--- src/rtl/cfr_pkg.sv ---
// ============================================================================
// cfr_pkg
// Types and constants shared by the camera frame reframer modules.
// ============================================================================
package cfr_pkg;

    localparam logic [7:0] SYNC_A = 8'hAA;
    localparam logic [7:0] SYNC_B = 8'h55;
    localparam logic [7:0] SOI_A  = 8'hFF;
    localparam logic [7:0] SOI_B  = 8'hD8;

    localparam logic [31:0] MIN_LEN_RESET = 32'd512;
    localparam logic [31:0] MAX_LEN_RESET = 32'd60000;
    localparam logic [31:0] MARKER_LEN    = 32'd2;

    // Register indexes on the configuration port.
    localparam logic [1:0] REG_MIN_LEN = 2'd0;
    localparam logic [1:0] REG_MAX_LEN = 2'd1;
    localparam logic [1:0] REG_CHAN_ID = 2'd2;

    // Position of the last byte of the outgoing header burst.
    localparam logic [3:0] HDR_LAST_IDX = 4'd8;

    typedef struct packed {
        logic [31:0] min_len;
        logic [31:0] max_len;
        logic [7:0]  chan_id;
    } cfr_cfg_t;

    // One decoded input transaction as seen by the emitter.
    typedef struct packed {
        logic        hdr;      // D8 accepted: emit the header burst
        logic        body;     // body byte to forward
        logic [7:0]  data;
        logic        last;     // final body byte of the frame
        logic [31:0] length;
    } cfr_evt_t;

endpackage

--- src/rtl/cfr_regs.sv ---
// ============================================================================
// cfr_regs
// Configuration registers: frame length limits and channel identity.
// ============================================================================
module cfr_regs
    import cfr_pkg::*;
(
    input  logic        clk,
    input  logic        rst_n,
    input  logic        cfg_we,
    input  logic [1:0]  cfg_index,
    input  logic [31:0] cfg_data,
    output cfr_cfg_t    cfg
);

    cfr_cfg_t cfg_reg;
    cfr_cfg_t cfg_next;

    always_comb
    begin
        cfg_next = cfg_reg;
        if (cfg_we)
        begin
            case (cfg_index)
                REG_MIN_LEN: cfg_next.min_len = cfg_data;
                REG_MAX_LEN: cfg_next.max_len = cfg_data;
                REG_CHAN_ID: cfg_next.chan_id = cfg_data[7:0];
                default:     cfg_next = cfg_reg;
            endcase
        end
    end

    always_ff @(posedge clk or negedge rst_n)
    begin
        if (!rst_n)
        begin
            cfg_reg.min_len <= MIN_LEN_RESET;
            cfg_reg.max_len <= MAX_LEN_RESET;
            cfg_reg.chan_id <= 8'd0;
        end
        else
        begin
            cfg_reg <= cfg_next;
        end
    end

    assign cfg = cfg_reg;

endmodule

--- src/rtl/cfr_parser.sv ---
// ============================================================================
// cfr_parser
// Input framing parser: sync hunt, length capture and body marker check.
// ============================================================================
module cfr_parser
    import cfr_pkg::*;
(
    input  logic       clk,
    input  logic       rst_n,
    input  logic       accept,
    input  logic [7:0] rx_byte,
    input  cfr_cfg_t   cfg,
    output cfr_evt_t   evt
);

    typedef enum logic [3:0] {
        PH_HUNT = 4'b0001,
        PH_SYNC = 4'b0010,
        PH_LEN  = 4'b0100,
        PH_BODY = 4'b1000
    } phase_t;

    phase_t      phase_reg, phase_next;
    logic [1:0]  hcnt_reg, hcnt_next;
    logic [31:0] len_reg, len_next;
    logic [31:0] bcnt_reg, bcnt_next;

    logic [31:0] len_shift;
    logic [31:0] bcnt_inc;
    logic        len_ok;

    assign len_shift = {rx_byte, len_reg[31:8]};
    assign bcnt_inc  = bcnt_reg + 32'd1;
    assign len_ok    = (len_shift >= MARKER_LEN) && (len_shift >= cfg.min_len) &&
                       (len_shift < cfg.max_len);

    always_comb
    begin
        phase_next = phase_reg;
        hcnt_next  = hcnt_reg;
        len_next   = len_reg;
        bcnt_next  = bcnt_reg;
        evt        = '0;
        evt.data   = rx_byte;
        evt.length = len_reg;
        if (accept)
        begin
            case (phase_reg)
                PH_HUNT:
                begin
                    phase_next = (rx_byte == SYNC_A) ? PH_SYNC : PH_HUNT;
                end
                PH_SYNC:
                begin
                    if (rx_byte == SYNC_B)
                    begin
                        phase_next = PH_LEN;
                        hcnt_next  = 2'd0;
                        len_next   = 32'd0;
                    end
                    else
                    begin
                        phase_next = (rx_byte == SYNC_A) ? PH_SYNC : PH_HUNT;
                    end
                end
                PH_LEN:
                begin
                    len_next  = len_shift;
                    hcnt_next = hcnt_reg + 2'd1;
                    if (hcnt_reg == 2'd3)
                    begin
                        bcnt_next  = 32'd0;
                        phase_next = len_ok ? PH_BODY : PH_HUNT;
                    end
                end
                PH_BODY:
                begin
                    if (bcnt_reg == 32'd0)
                    begin
                        if (rx_byte != SOI_A)
                            phase_next = PH_HUNT;
                        else
                            bcnt_next = 32'd1;
                    end
                    else if (bcnt_reg == 32'd1)
                    begin
                        if (rx_byte != SOI_B)
                        begin
                            phase_next = PH_HUNT;
                        end
                        else
                        begin
                            bcnt_next = MARKER_LEN;
                            evt.hdr   = 1'b1;
                            // A body of exactly the marker ends on the D8.
                            evt.last  = (len_reg <= MARKER_LEN);
                            if (len_reg <= MARKER_LEN)
                                phase_next = PH_HUNT;
                        end
                    end
                    else
                    begin
                        bcnt_next = bcnt_inc;
                        evt.body  = 1'b1;
                        evt.last  = (bcnt_inc >= len_reg);
                        if (bcnt_inc >= len_reg)
                            phase_next = PH_HUNT;
                    end
                end
                default:
                begin
                    phase_next = PH_HUNT;
                end
            endcase
        end
    end

    always_ff @(posedge clk or negedge rst_n)
    begin
        if (!rst_n)
        begin
            phase_reg <= PH_HUNT;
            hcnt_reg  <= 2'd0;
            len_reg   <= 32'd0;
            bcnt_reg  <= 32'd0;
        end
        else
        begin
            phase_reg <= phase_next;
            hcnt_reg  <= hcnt_next;
            len_reg   <= len_next;
            bcnt_reg  <= bcnt_next;
        end
    end

endmodule

--- src/rtl/cfr_emit.sv ---
// ============================================================================
// cfr_emit
// Output stage: result register and the nine-byte header burst sequencer.
// ============================================================================
module cfr_emit
    import cfr_pkg::*;
(
    input  logic       clk,
    input  logic       rst_n,
    input  logic       evt_accept,
    input  cfr_evt_t   evt,
    input  logic [7:0] chan_id,
    output logic       busy,
    output logic       out_valid,
    input  logic       out_stall,
    output logic [7:0] out_byte,
    output logic       frame_last
);

    logic        valid_reg, valid_next;
    logic        burst_reg, burst_next;
    logic [3:0]  idx_reg, idx_next;
    logic [7:0]  byte_reg, byte_next;
    logic        last_reg, last_next;
    logic [31:0] hlen_reg, hlen_next;
    logic [7:0]  hchan_reg, hchan_next;
    logic        hlast_reg, hlast_next;

    logic       slot_free;
    logic [7:0] burst_byte;

    assign slot_free = !valid_reg || !out_stall;
    assign busy      = burst_reg || (valid_reg && out_stall);

    always_comb
    begin
        case (idx_reg)
            4'd0:    burst_byte = SYNC_A;
            4'd1:    burst_byte = SYNC_B;
            4'd2:    burst_byte = hchan_reg;
            4'd3:    burst_byte = hlen_reg[7:0];
            4'd4:    burst_byte = hlen_reg[15:8];
            4'd5:    burst_byte = hlen_reg[23:16];
            4'd6:    burst_byte = hlen_reg[31:24];
            4'd7:    burst_byte = SOI_A;
            4'd8:    burst_byte = SOI_B;
            default: burst_byte = 8'd0;
        endcase
    end

    always_comb
    begin
        valid_next = valid_reg;
        burst_next = burst_reg;
        idx_next   = idx_reg;
        byte_next  = byte_reg;
        last_next  = last_reg;
        hlen_next  = hlen_reg;
        hchan_next = hchan_reg;
        hlast_next = hlast_reg;
        if (slot_free)
        begin
            if (burst_reg)
            begin
                valid_next = 1'b1;
                byte_next  = burst_byte;
                last_next  = (idx_reg == HDR_LAST_IDX) && hlast_reg;
                idx_next   = idx_reg + 4'd1;
                if (idx_reg == HDR_LAST_IDX)
                    burst_next = 1'b0;
            end
            else if (evt_accept && evt.hdr)
            begin
                valid_next = 1'b1;
                burst_next = 1'b1;
                idx_next   = 4'd1;
                byte_next  = SYNC_A;
                last_next  = 1'b0;
                hlen_next  = evt.length;
                hchan_next = chan_id;
                hlast_next = evt.last;
            end
            else if (evt_accept && evt.body)
            begin
                valid_next = 1'b1;
                byte_next  = evt.data;
                last_next  = evt.last;
            end
            else
            begin
                valid_next = 1'b0;
            end
        end
    end

    always_ff @(posedge clk or negedge rst_n)
    begin
        if (!rst_n)
        begin
            valid_reg <= 1'b0;
            burst_reg <= 1'b0;
            idx_reg   <= 4'd0;
        end
        else
        begin
            valid_reg <= valid_next;
            burst_reg <= burst_next;
            idx_reg   <= idx_next;
        end
    end

    always_ff @(posedge clk)
    begin
        byte_reg  <= byte_next;
        last_reg  <= last_next;
        hlen_reg  <= hlen_next;
        hchan_reg <= hchan_next;
        hlast_reg <= hlast_next;
    end

    assign out_valid  = valid_reg;
    assign out_byte   = byte_reg;
    assign frame_last = last_reg;

    // A header burst always has a byte on show.
    a_burst_valid: assert property (@(posedge clk) disable iff (!rst_n)
        burst_reg |-> valid_reg)
        else $error("header burst without a valid output byte");

    a_burst_idx: assert property (@(posedge clk) disable iff (!rst_n)
        burst_reg |-> (idx_reg >= 4'd1 && idx_reg <= HDR_LAST_IDX))
        else $error("header burst index out of range");

    a_hdr_start: assert property (@(posedge clk) disable iff (!rst_n)
        (evt_accept && evt.hdr) |=> (valid_reg && burst_reg && byte_reg == SYNC_A))
        else $error("header burst did not start with the sync byte");

endmodule

--- src/rtl/camera_frame_reframer_unit.sv ---
// ============================================================================
// camera_frame_reframer_unit
// Reframes a camera byte stream: checks length and JPEG marker, then emits
// a new header with the channel id and forwards the body bytes.
// ============================================================================
//
//  Channel   Handshake             Payload
//  input     in_valid / in_stall   rx_byte[7:0]
//  output    out_valid / out_stall out_byte[7:0], frame_last
//  config    cfg_we                cfg_index[1:0], cfg_data[31:0]
//
//  An input transaction is decoded in the cycle it is accepted and its result
//  appears in the output register on the next cycle; one byte per cycle is
//  sustained while the output side takes its transactions and no burst runs.
//  The D8 that opens a frame starts a nine-byte header burst from the output
//  register, and in_stall stays high while it runs.
//  in_stall is also high while a result waits under out_stall.
//  Reset clears the parser, the output register and restores register defaults.
//
module camera_frame_reframer_unit
    import cfr_pkg::*;
(
    input  logic        clk,
    input  logic        rst_n,
    input  logic        cfg_we,
    input  logic [1:0]  cfg_index,
    input  logic [31:0] cfg_data,
    input  logic        in_valid,
    output logic        in_stall,
    input  logic [7:0]  rx_byte,
    output logic        out_valid,
    input  logic        out_stall,
    output logic [7:0]  out_byte,
    output logic        frame_last
);

    cfr_cfg_t cfg;
    cfr_evt_t evt;
    logic     busy;
    logic     in_accept;

    assign in_stall  = busy;
    assign in_accept = in_valid && !busy;

    cfr_regs u_regs (
        .clk       (clk),
        .rst_n     (rst_n),
        .cfg_we    (cfg_we),
        .cfg_index (cfg_index),
        .cfg_data  (cfg_data),
        .cfg       (cfg)
    );

    cfr_parser u_parser (
        .clk     (clk),
        .rst_n   (rst_n),
        .accept  (in_accept),
        .rx_byte (rx_byte),
        .cfg     (cfg),
        .evt     (evt)
    );

    cfr_emit u_emit (
        .clk        (clk),
        .rst_n      (rst_n),
        .evt_accept (in_accept),
        .evt        (evt),
        .chan_id    (cfg.chan_id),
        .busy       (busy),
        .out_valid  (out_valid),
        .out_stall  (out_stall),
        .out_byte   (out_byte),
        .frame_last (frame_last)
    );

endmodule

--- config.mk ---
export PLATFORM = sky130hd
export DESIGN_NAME = camera_frame_reframer_unit
export DESIGN_NICKNAME = d
export VERILOG_FILES = /design/src/rtl/cfr_pkg.sv /design/src/rtl/cfr_regs.sv /design/src/rtl/cfr_parser.sv /design/src/rtl/cfr_emit.sv /design/src/rtl/camera_frame_reframer_unit.sv
export SDC_FILE = /design/constraint.sdc
export NUM_CORES = 1
export LEC_CHECK = 0
export BUFFER_PORTS_ARGS = -buffer_cell sky130_fd_sc_hd__buf_4
export CORE_AREA = 5 5 154 156
export CTS_BUF_LIST = sky130_fd_sc_hd__clkbuf_4 sky130_fd_sc_hd__clkbuf_8
export DETAILED_ROUTE_END_ITERATION = 8
export DIE_AREA = 0 0 159 161
export GPL_ROUTABILITY_DRIVEN = 0
export PLACE_DENSITY = 0.81
export SLEW_MARGIN = 20
export SYNTH_ARGS = -nofsm -noshare
export SYNTH_HDL_FRONTEND = slang
export SYNTH_SLANG_ARGS = --single-unit
--- constraint.sdc ---
create_clock -name clk -period 3.7 [get_ports clk]
set_input_delay 0.37 -clock clk [delete_from_list [all_inputs] [get_ports clk]]
set_output_delay 0.37 -clock clk [all_outputs]
set_load 0.02 [all_outputs]
== After elaboration in Yosys (flattened, before gate mapping) ==
Index checks and enable logic that the tools add are counted.

* Flip-flop bits (word level): 198
* Latch bits: 0
* RAM bits: 0
* ROM bits: 0
* Input bits: 47
* Output and inout port bits: 11
* Logic and storage cells: 126
* Memories: 0

* $add $sub $neg: 3
* $mul: 0
* Div/mod/pow operators: 0
* Order comparisons: 5
* Equality and inequality tests: 27
* Shifts and indexed selects: 0
* Multiplexer cells: 47
* Bitwise gates (word level): 1
* Reduce and logical (&&, ||, !) cells: 28

{| class="wikitable"
|+ Operators with widths
! cell !! number
|-
| 2-to-1 mux 32 bit || 6
|-
| one-hot mux 32 bit (2 select lines) || 2
|-
| one-hot mux 8 bit (9 select lines) || 1
|-
| >= comparator 32 bit || 2
|-
| 2-to-1 mux 4 bit || 11
|-
| adder 32 x 1 -> 32 bit (second input constant) || 1
|-
| equality test 32 x 1 -> 1 bit (second input constant) || 1
|-
| >= comparator 32 x 2 -> 1 bit (second input constant) || 1
|-
| less-or-equal comparator 32 x 2 -> 1 bit (second input constant) || 1
|-
| zero test 32 bit || 1
|-
| < comparator 32 bit || 1
|-
| 2-to-1 mux 8 bit || 3
|-
| equality test 4 x 3 -> 1 bit (second input constant) || 5
|-
| 2-to-1 mux 1 bit || 17
|-
| inequality test 8 bit (second input constant) || 2
|-
| one-hot mux 4 bit (4 select lines) || 1
|-
| equality test 4 x 2 -> 1 bit (second input constant) || 3
|-
| 2-to-1 mux 2 bit || 5
|-
| AND reduction 2 bit || 5
|-
| AND reduction 5 bit || 2
|-
| equality test 4 x 1 -> 1 bit (second input constant) || 2
|-
| equality test 4 bit (second input constant) || 2
|-
| equality test 8 x 7 -> 1 bit (second input constant) || 1
|-
| equality test 8 bit (second input constant) || 1
|-
| other kinds (19) || 34
|}

== Depth between registers and ports, before layout ==
Gate-level depths: netlist (run 1).

* Depth after elaboration: 10
* Mapped depth: 17
* Depth with buffers taken out: 16

== Modules after synthesis ==
From an unflattened synthesis (run 1), not the netlist that was laid out.

* Cells, all modules: 1,048
* Area total of the unflattened synthesis: 11,313.4 um2

{| class="wikitable"
|+ By module, submodules not included
! module !! times used !! cells an instance !! area each (um2) !! sequential area each (um2)
|-
| cfr_parser || 1 || 737 || 6,227.2 || 1,752.9
|-
| cfr_regs || 1 || 153 || 2,723.9 || 1,811.7
|-
| cfr_emit || 1 || 157 || 2,348.5 || 1,651.6
|-
| camera_frame_reframer_unit || 1 || 1 || 13.8 || 0.0
|}

== Worst setup path before layout (run 1) ==
No wires, ideal clock.

* Path kind: reg2reg
* From: reg u_parser.bcnt_reg[0]
* To: reg u_parser.phase_reg[2]
* Setup time: 0.125 ns
* Arrival time: 3.777 ns
* Required time: 3.575 ns
* Path slack: -0.202 ns
* Stages on the path, launching flop included: 16
* Path buffers: 0
* Clock period less this slack: 3.902 ns
* Cells stage by stage: dfrtp_1 ha_1 nand3_1 nor3_1 nand3_1 nor2_1 nand3_1 xnor2_1 ha_1 a21o_1 a21oi_1 nand2_1 or4_1 and3_4 o31ai_4 mux2_4

* Longest elaborated chain between the ends: 4
* Elaborated cells on any way between the ends: 11
* Classes of those cells: add/sub: 1; order compare: 1; eq/ne: 4; mux: 3; reduce/logical: 2

{| class="wikitable"
|+ Ends and longest elaborated chain
! item !! RTL line !! text
|-
| start, declared || cfr_parser.sv:26 || <nowiki>logic [31:0] bcnt_reg, bcnt_next;</nowiki>
|-
| start signal, assigned || cfr_parser.sv:132 || <nowiki>bcnt_reg <= bcnt_next;</nowiki>
|-
| adder 32 x 1 -> 32 bit / equality test 32 x 1 -> 1 bit (equally long branches) || cfr_parser.sv:33, cfr_parser.sv:85 ||
|-
| >= comparator 32 bit / 2-to-1 mux 4 bit (equally long branches) || cfr_parser.sv:106, cfr_parser.sv:85 ||
|-
| inequality test 4 x 1 -> 1 bit (no line) / 2-to-1 mux 4 bit (equally long branches) || n/a ||
|-
| AND reduction 5 bit (no line) / one-hot mux 4 bit (4 select lines) (equally long branches) || n/a ||
|-
| end signal, assigned || cfr_parser.sv:129 || <nowiki>phase_reg <= phase_next;</nowiki>
|-
| end, declared || cfr_parser.sv:23 || <nowiki>phase_t phase_reg, phase_next;</nowiki>
|}

Several ways; a longest one is shown, not always the timed one.
A chain may end at the register's enable or synchronous reset.

== Final worst setup path (run 1) ==
* From: reg u_parser.bcnt_reg[0]
* To: reg u_parser.phase_reg[3]

Same word-level chain as after synthesis.

==> results.toml, run 1 <==
[finish]
syn_to_final_growth_pct = 16.8
fillers = 1771
antenna_cells = 0
fin_cells = 1444
drive_above_1_share = 0.222
finalNetCount = 1296
largest_reg_flops = 72

[placed_design]
port_buffers = 57
dp.cells = 1396
dp_hpwl_um = 19800

[cts]
cts_sinks = 198
cts_tree = "built"
path_clk_slew_ns = 0.12
cts-root-buf = "clkbuf_8"
numCtsBuffers = 17
cts_buffer_depth = 2
htree_levels = 4
clk_latency_ns = 0.48

[yosys]
synth_warnings = 0
syn_area_sq_um = 10800
synth.distinct_cells = 60
async_reset_ff_frac = 0.747
yosysSeqAreaShare = 0.481
synthAdderAreaFrac = 0.119
synth_fp_nets = 1182
synth-compound-area-share = 0.155
synth_seq_cells = 198
synth.avg_cell_area_sq_um = 10.5
syn_inst = 1032
synth_xor_area_frac = 0.0259
synth_top_family_by_area = "compound AO/OA/AOI/OAI gates"
synthMuxAreaShare = 0.0473
ys.flop_type = "dfrtp_1"
synthSimpleGateAreaFrac = 0.119
synth-edff-count = 50

[worst_setup_path]
timing.rr.start = "u_parser.bcnt_reg[0]$_DFFE_PN0P_"
crit_path_start_kind = "flip-flop"
crit_path_end_kind = "flip-flop"
cp.required_ns = 4.07
cp_max_fo = 4
worstReg2RegEnd = "u_parser.phase_reg[3]$_DFFE_PN0P_"
critPathKind = "reg2reg"
reg2reg_setup_slack_ns = -0.002
arrival_ns = 4.07
r2r_cells = 18

[die]
boundaryPins = 58
die_h_um = 161
die_area_sq_um = 25600
core_area_sq_um = 22200
die_w_um = 159
row_count = 55
initial_core_util = 0.487

[sta]
worst_slack_ns = -0.00169
fin_skew_ns = 0.0160
setup_viol = 2
period_share = 1.00
grt_setup_unrepaired = "true"
holdWs_ns = 0.0891
relSlewSlack = 0.231
hold_violations = 0
worst_slew_pin_slew_ns = 1.15
fmaxAchievable_mhz = 270
fin_setup_tns_ns = -0.00320
period_needed_ns = 3.70
slew_viol_final = 0

[detailed_routing]
drc_errors = 0
vias = 8559
first_pass_iters = 6
finalWirelength_um = 27000
ant_nets = 0
drtIter0Drc = 560
wl_per_cell_um = 18.7
via_per_inst = 5.93

[power_and_ir_drop]
p_per_area_nw_per_um2 = 351
p_leak_nw = 5.91
ir_worst_vdd_v = 0.000204

[grt]
grt_max_degree = 95
grt_pass1_wl_um = 43500
grt_remaining_overflow = 0
grt_pass1_vias = 8630
gr-usage-all-layers = 0.208
antenna_found_initial = 0

[min_path]
min_path_type = "in2reg"
min_from = "cfg_data[22]"
whs_path_depth = 3
min_to = "u_regs.cfg[62]$_DFFE_PN0P_"

[job]
cap_violations = 0

[status]
violations = "negative setup slack"
status = "finished with violations"
final cells by class:
class | instances | area, sq um | share of cell area
Tap cell | 285 | 357 | 0.0282
Sequential cell | 198 | 5220 | 0.412
Timing Repair Buffer | 133 | 1040 | 0.0822
Multi-Input combinational cell | 685 | 5260 | 0.415
Inverter | 111 | 417 | 0.0329
Clock buffer | 17 | 234 | 0.0185
Clock inverter | 15 | 138 | 0.0109
per-stage QoR:
stage          instance area (sq um)  power, mW   util  setup slack [ns]
3_5_place_dp                   12000       3.12  0.539           0.00665
4_1_cts                        12400       4.45  0.558           0.00376
6_report                       12700       4.44  0.569          -0.00169
5_1_grt                        12700       4.65  0.569            -0.158
2_1_floorplan                  10900       2.88      -            0.0303
3_3_place_gp                   12000       3.07  0.539            0.0841
how the worst max path moves through the flow:
stage,cells after the start,endpoint,slack (ns),from
after floorplan,16,u_parser.phase_reg[2]$_DFFE_PN0P_,0.03,u_parser.bcnt_reg[10]$_DFFE_PN0P_
after global placement,15,u_parser.phase_reg[3]$_DFFE_PN0P_,0.08,u_parser.bcnt_reg[1]$_DFFE_PN0P_
after detailed placement,15,u_parser.phase_reg[2]$_DFFE_PN0P_,0.007,u_parser.bcnt_reg[10]$_DFFE_PN0P_
after CTS,16,u_parser.phase_reg[2]$_DFFE_PN0P_,0.004,u_parser.bcnt_reg[5]$_DFFE_PN0P_
after global routing,16,u_parser.phase_reg[3]$_DFFE_PN0P_,-0.16,u_parser.bcnt_reg[0]$_DFFE_PN0P_
final,18,u_parser.phase_reg[3]$_DFFE_PN0P_,-0.002,u_parser.bcnt_reg[0]$_DFFE_PN0P_
critical path: stages, from the launching register on:
cell	delay [ns]
dfrtp_1	0.44
ha_4	0.18
nand3_4	0.08
nor3_4	0.22
buf_4	0.16
nand3_4	0.09
buf_6	0.15
nor2_4	0.11
buf_4	0.12
xnor2_1	0.14
ha_1	0.29
nand3_1	0.11
o22ai_1	0.09
nor2_1	0.14
nand2_1	0.08
or4_1	0.41
and3_4	0.18
o31ai_4	0.29
mux2_4	0.32
layout by cell type (no fill, tap or decap), types with 10 or more instances in the layout:
master,Yosys,final
edfxtp_1,50,50
nor2_1,51,45
xnor2_1,18,13
buf_4,3,126
clkbuf_8,0,17
inv_1,111,111
ha_1,103,102
a21o_1,17,17
nor4_1,17,17
nand2_1,83,81
xor2_1,14,13
mux2_2,42,42
o21ai_0,65,64
nand3_1,24,20
a21oi_1,58,55
nand4_1,23,23
dfrtp_1,139,139
a31oi_1,10,10
a22o_1,53,53
per-layer routing:
layer | track usage | wire length, um | vias to the layer above
li1 | - | - | 3960
met1 | 0.269 | 11300 | 4250
met2 | 0.347 | 13300 | 298
met3 | 0.0477 | 1860 | 51
met4 | 0.0690 | 535 | 0
met5 | 0 | 0 | -
synthesized netlist by cell type, types with 4 or more instances:
cell / n / area share
dfstp_2: 9 / 0.022
ha_1: 103 / 0.12
xor2_1: 14 / 0.011
a22o_1: 53 / 0.043
dfrtp_1: 139 / 0.32
a221oi_1: 5 / 0.0040
nor2_1: 51 / 0.018
nor4_1: 17 / 0.0098
nand4_1: 23 / 0.013
edfxtp_1: 50 / 0.14
a221o_1: 4 / 0.0037
or3_1: 4 / 0.0023
clkbuf_1: 28 / 0.0097
a211oi_1: 7 / 0.0048
o211ai_1: 4 / 0.0028
nand3_1: 24 / 0.011
buf_1: 4 / 0.0014
a31oi_1: 10 / 0.0058
xnor2_1: 18 / 0.015
and3_1: 6 / 0.0035
a21oi_1: 58 / 0.027
mux2_2: 42 / 0.044
and2_1: 4 / 0.0023
nand2_1: 83 / 0.029
o21ai_0: 65 / 0.030
a22oi_1: 6 / 0.0042
nor3_1: 11 / 0.0051
inv_1: 111 / 0.038
a21o_1: 17 / 0.012
nor2b_1: 8 / 0.0046
report_power, final:
group / switching [mW] / internal, mW / total [mW]
logic: 0.332 / 0.280 / 0.612
clock network: 0.853 / 0.498 / 1.35
registers: 0.0772 / 2.40 / 2.48
repair_timing:
item	CTS	global route
pin swaps	4	26
endpoints found under the hold margin	10	0
endpoints found under the setup margin	3	5
gates resized for setup	3	31
buffers inserted	2	13
hold buffers	1	0
cell families after synthesis:
logic type | count (synthesis)
AND/OR/NAND/NOR | 255
AO/OA/AOI/OAI | 250
flip-flops | 198
buffers and inverters | 149
adder cells (fa/ha/maj) | 103
multiplexers | 45
XOR/XNOR | 32
(Power assumes the default switching activity.)
==> inputs of run 2 (changes only) <==
--- a/config.mk
+++ b/config.mk
@@ -7,7 +7,7 @@
 export LEC_CHECK = 0
 export BUFFER_PORTS_ARGS = -buffer_cell sky130_fd_sc_hd__buf_4
 export CORE_AREA = 5 5 154 156
-export CTS_BUF_LIST = sky130_fd_sc_hd__clkbuf_4 sky130_fd_sc_hd__clkbuf_8
+export CTS_BUF_LIST = sky130_fd_sc_hd__clkbuf_16
 export DETAILED_ROUTE_END_ITERATION = 8
 export DIE_AREA = 0 0 159 161
 export GPL_ROUTABILITY_DRIVEN = 0
==> constraint.sdc (replaced) <==
create_clock -name clk -period 3.7 [get_ports clk]
set_input_delay 0.185 -clock clk [delete_from_list [all_inputs] [get_ports clk]]
set_output_delay 0.185 -clock clk [all_outputs]
set_load 0.02 [all_outputs]
==> run 2 against run 1 <==
  * The flow still finishes with violations (negative setup slack)
  * Die area is the same
  * Sequential cell count unchanged
  * Worst setup slack got worse by 0.017 ns
  * Critical path type unchanged
  * Critical endpoint unchanged
  * Largest cell class is now registers
==> results.toml, run 2 (synthesis results as in run 1) <==
[cts]
path_clk_slew_ns = 0.08
cts_sinks = 198
cts-root-buf = "clkbuf_16"
clk_latency_ns = 0.44
cts_buffer_depth = 2
htree_levels = 4
cts_tree = "built"
numCtsBuffers = 17

[sta]
relSlewSlack = 0.428
period_share = 1.01
hold_violations = 0
slew_viol_final = 0
period_needed_ns = 3.72
worst_slack_ns = -0.0186
grt_setup_unrepaired = "true"
holdWs_ns = 0.0199
fmaxAchievable_mhz = 269
worst_slew_pin_slew_ns = 0.837
setup_viol = 3
fin_skew_ns = 0.0114

[detailed_routing]
first_pass_iters = 6
finalWirelength_um = 28600
via_per_inst = 5.99
drc_errors = 0
ant_nets = 0
drtIter0Drc = 911
vias = 8835
wl_per_cell_um = 19.4

[grt]
grt_max_degree = 87
grt_pass1_wl_um = 46100
grt_remaining_overflow = 0
antenna_found_initial = 0
grt_pass1_vias = 9120
gr-usage-all-layers = 0.221

[die]
die_w_um = 159
die_h_um = 161
initial_core_util = 0.487
die_area_sq_um = 25600
boundaryPins = 58
row_count = 55
core_area_sq_um = 22200

[worst_setup_path]
arrival_ns = 4.05
worstSetupStartpoint = "u_parser.bcnt_reg[0]$_DFFE_PN0P_"
cp_max_fo = 4
crit_path_end_kind = "flip-flop"
critPathKind = "reg2reg"
timing.rr.start = "u_parser.bcnt_reg[0]$_DFFE_PN0P_"
cp.required_ns = 4.03
crit_path_start_kind = "flip-flop"

[status]
violations = "negative setup slack"
status = "finished with violations"

[job]
cap_violations = 0

[finish]
layout_common_cells = "dfrtp_1 (139), buf_4 (131), inv_1 (111)"
drive_above_1_share = 0.209
fin_cells = 1475
layout_commonest_cell = "dfrtp_1"
post-route-util = 0.588
syn_to_final_growth_pct = 20.7
stdcell_area_sq_um = 13100
antenna_cells = 0
largest_reg_flops = 72
finalNetCount = 1327

[placed_design]
dp.cells = 1402
port_buffers = 57
placed_area_sq_um = 12000
dp_hpwl_um = 20100

[power_and_ir_drop]
ir_worst_vdd_v = 0.000253
p_leak_nw = 6.07
p_per_area_nw_per_um2 = 384
p_total_mw = 5.02

[min_path]
min_from = "out_stall"
min_path_type = "in2reg"
==> run 2: cell types whose count changed in the layout (fill, tap and decap cells not counted), moves of 3 or more <==
cell,before,now
buf_4,126,131
buf_6,4,1
clkbuf_16,0,17
clkbuf_8,17,0
clkinv_8,1,4
dlygate4sd3_1,1,32
==> run 2: what timing repair did <==
item                                    4_1_cts  5_1_grt
endpoints found under the setup margin        3        5
gates resized for setup                       2       13
hold buffers                                 32        0
buffers inserted                              3        6
pin swaps                                     3       16
endpoints found under the hold margin       142        0
==> run 2: per-stage QoR <==
stage,TNS [ns],setup WS (ns)
after floorplan,0,0.0303
after detailed placement,-0.0141,-0.00840
after global placement,0,0.0974
after global routing,-0.471,-0.165
after CTS,0,0.00132
final,-0.0437,-0.0186
==> run 2: path summary, 6_finish.rpt <==
check / to / cells past startpoint / slack [ns]
worst max-delay path: u_parser.phase_reg[3]$_DFFE_PN0P_ / 16 / -0.02
worst min-delay path: u_emit.out_valid$_DFFE_PN0N_ / 3 / 0.02
worst max register to register: u_parser.phase_reg[3]$_DFFE_PN0P_ / 16 / -0.02
worst min register to register: u_emit.hchan_reg[5]$_DFFE_PP_ / 0 / 0.46
max in group asynchronous: u_parser.phase_reg[0]$_DFFE_PN1P_ / 3 / 2.26
min in group asynchronous: u_parser.bcnt_reg[7]$_DFFE_PN0P_ / 2 / 0.40
==> run 2: area by class of cell <==
cell class	instances	area (sq um)
Clock buffer	17	425
Clock inverter	15	178
Fill cell	1766	9150
Tap cell	285	357
Sequential cell	198	5220
Timing Repair Buffer	164	1320
Inverter	111	417
Multi-Input combinational cell	685	5170
==> run 2: per-layer routing <==
metal	wire length [um]	global-route usage
met1	11500	0.275
met4	773	0.0690
met5	0	0.00947
met2	14100	0.379
met3	2270	0.0533
==> run 2: critical path: stages (launching register included) <==
cell and delay, ns:
dfrtp_1 0.39, ha_2 0.22, nand3_4 0.08, nor3_4 0.27, buf_4 0.17, and3_4 0.21
nand4_1 0.13, xnor2_1 0.18, ha_1 0.22, a21oi_2 0.13, nor2_1 0.05, a211oi_1 0.27
o21ai_0 0.13, or4_4 0.42, and3_4 0.17, o31ai_4 0.25, mux2_4 0.33
==> run 2: report_power, final <==
group          switching (mW)  total, mW  internal [mW]  leakage [nW]
registers              0.0799       2.48           2.40          2.39
clock network           0.964       1.88          0.920         0.291
logic                   0.352      0.655          0.303          3.39
total                    1.40       5.02           3.62          6.07
==> inputs of run 3 (changes only) <==
--- a/config.mk
+++ b/config.mk
@@ -11,6 +11,7 @@
 export DETAILED_ROUTE_END_ITERATION = 8
 export DIE_AREA = 0 0 159 161
 export GPL_ROUTABILITY_DRIVEN = 0
+export HOLD_SLACK_MARGIN = 0.12
 export PLACE_DENSITY = 0.81
 export SLEW_MARGIN = 20
 export SYNTH_ARGS = -nofsm -noshare
==> constraint.sdc (replaced) <==
create_clock -name clk -period 3.15 [get_ports clk]
set_input_delay 0.1575 -clock clk [delete_from_list [all_inputs] [get_ports clk]]
set_output_delay 0.1575 -clock clk [all_outputs]
set_load 0.02 [all_outputs]
==> run 3 against run 2 <==
  * The flow still finishes with violations (negative setup slack)
  * Worst setup slack worse by 0.54 ns
  * Highest routed layer unchanged
  * Combinational power up 20%
  * Via count up 0.18%
  * Clock power up 12%
  * Hold slack better by 0.29 ns
  * Design area up 2.6%
  * Sequential cell count unchanged
==> results.toml, run 3 (synthesis results as in run 1) <==
[grt]
grt_remaining_overflow = 0
grt_util_met1 = 0.282
busiest_layer = "met2"
gr-usage-met2 = 0.368
gr-usage-all-layers = 0.224
antenna_found_initial = 0
grt_max_degree = 79
gr-usage-met3 = 0.0679
grt_pass1_wl_um = 46800
grt_pass1_vias = 9266

[detailed_routing]
drtIter0Drc = 918
ant_nets = 0
wl_per_cell_um = 19.2
vias = 8851
drc_errors = 0
first_pass_iters = 6
via_per_inst = 5.89
finalWirelength_um = 28900

[sta]
grt_setup_unrepaired = "true"
period_needed_ns = 3.71
worst_slew_pin_slew_ns = 0.803
relSlewSlack = 0.465
fin_skew_ns = 0.0150
hold_violations = 0
slew_viol_final = 0
worst_slack_ns = -0.559
fin_setup_tns_ns = -2.52
fmaxAchievable_mhz = 270
period_share = 1.18
setup_viol = 5

[finish]
layout_common_cells = "buf_4 (145), dfrtp_1 (136), inv_1 (113)"
drive_above_1_share = 0.228
multi_input_comb_area_sq_um = 5280
finalNetCount = 1355
fillers = 1670
stdcell_area_sq_um = 13400
layout_commonest_cell = "buf_4"
antenna_cells = 0
post-route-util = 0.604
largest_reg_flops = 72
syn_to_final_growth_pct = 23.9
ff_latch_area_sq_um = 5220

[cts]
htree_levels = 4
cts_tree = "built"
clk_latency_ns = 0.44
cts-root-buf = "clkbuf_16"
path_clk_slew_ns = 0.07
numCtsBuffers = 17
cts_sinks = 198
cts_buffer_depth = 2

[power_and_ir_drop]
ir_worst_vdd_v = 0.000294
p_switching_mw = 1.51
p_per_area_nw_per_um2 = 432
clock_power_share = 0.364
p_seq_frac = 0.500
pwr-share-comb = 0.136
p_total_mw = 5.80
swShare = 0.260
p_int_mw = 4.29
p_leak_nw = 6.30

[status]
status = "finished with violations"
violations = "negative setup slack"

[worst_setup_path]
crit_path_start_kind = "flip-flop"
cp.required_ns = 3.47
crit_path_end_kind = "flip-flop"
arrival_ns = 4.03
critPathKind = "reg2reg"
cp_max_fo = 4

[die]
die_h_um = 161
die_w_um = 159
boundaryPins = 58
row_count = 55
initial_core_util = 0.487
core_area_sq_um = 22200
die_area_sq_um = 25600

[placed_design]
placed_area_sq_um = 12200
dp_hpwl_um = 20100
port_buffers = 57
dpl_worst_slack_ns = -0.587

[job]
cap_violations = 0

[min_path]
min_path_type = "in2async"
## run 3: changes by cell type in the layout (fill, tap and decap cells not counted), moves of 3 or more
cell           before  now
buf_4             131  145
xnor2_2             3    6
dfrtp_1           139  136
dlygate4sd3_1      32   42
xnor2_1            15   12
nand2_1            82   79
clkinv_8            4    0
dfrtp_2             0    3
buf_12              0    3
## run 3: path summary, 6_finish.rpt
path / from / end / slack (ns) / cells after the start
worst max-delay path: u_parser.bcnt_reg[0]$_DFFE_PN0P_ / u_parser.phase_reg[3]$_DFFE_PN0P_ / -0.56 / 15
worst min-delay path: rst_n / u_parser.bcnt_reg[3]$_DFFE_PN0P_ / 0.31 / 2
worst max register to register: u_parser.bcnt_reg[0]$_DFFE_PN0P_ / u_parser.phase_reg[3]$_DFFE_PN0P_ / -0.56 / 15
worst min register to register: u_regs.cfg[0]$_DFFE_PN0P_ / u_emit.hchan_reg[0]$_DFFE_PP_ / 0.44 / 0
max in group asynchronous: rst_n / u_parser.phase_reg[0]$_DFFE_PN1P_ / 1.94 / 3
min in group clk: cfg_index[1] / u_regs.cfg[49]$_DFFE_PN1P_ / 0.37 / 5
## run 3: cell type report
type / instances / share of cell area
clock buffers: 17 / 0.0317
clock inverters: 15 / 0.00988
inverters: 111 / 0.0310
multi-input cells: 685 / 0.393
flip-flops and latches: 198 / 0.389
well taps: 285 / 0.0266
repair buffers: 192 / 0.119
## run 3: stage by stage
stage | instances | hold WS, ns
3_3_place_gp | 1416 | 0.222
5_1_grt | 1503 | 0.380
2_1_floorplan | 1032 | -0.138
4_1_cts | 1499 | 0.351
3_5_place_dp | 1416 | 0.230
6_report | 1503 | 0.311
## run 3: timing repair
item / in CTS / in global routing
endpoints found under the hold margin: 154 / 0
pin swaps: 18 / 19
gates resized for setup: 17 / 14
cloned: 0 / 0
setup endpoints to repair: 5 / 9
hold buffers: 42 / 0
buffers inserted: 9 / 4
## run 3: layer usage
layer | wire, um | share of wire
met1 | 11400 | 0.39
met2 | 14100 | 0.49
met3 | 2440 | 0.085
met4 | 941 | 0.033
met5 | 0 | 0
## run 3: worst max-delay path, stage by stage (launching register included)
cell,delay [ns]
dfrtp_2,0.42
nand2_2,0.09
nor4_4,0.34
buf_4,0.17
nand2_1,0.06
nor2_1,0.15
xor2_1,0.27
ha_1,0.31
a21oi_1,0.15
o21ai_0,0.10
a21oi_1,0.17
nor3_1,0.07
or4_1,0.51
and3_4,0.18
o31ai_4,0.30
mux2_4,0.33
## run 3: power by group through the flow
stage | registers (mW) | clock network (mW) | logic (mW)
finish | 2.90 | 2.11 | 0.789
global route | 2.92 | 2.24 | 0.889
CTS | 2.90 | 2.12 | 0.781
detailed placement | 2.95 | 0 | 0.720
global placement | 2.94 | 0 | 0.681
floorplan | 2.93 | 0 | 0.463
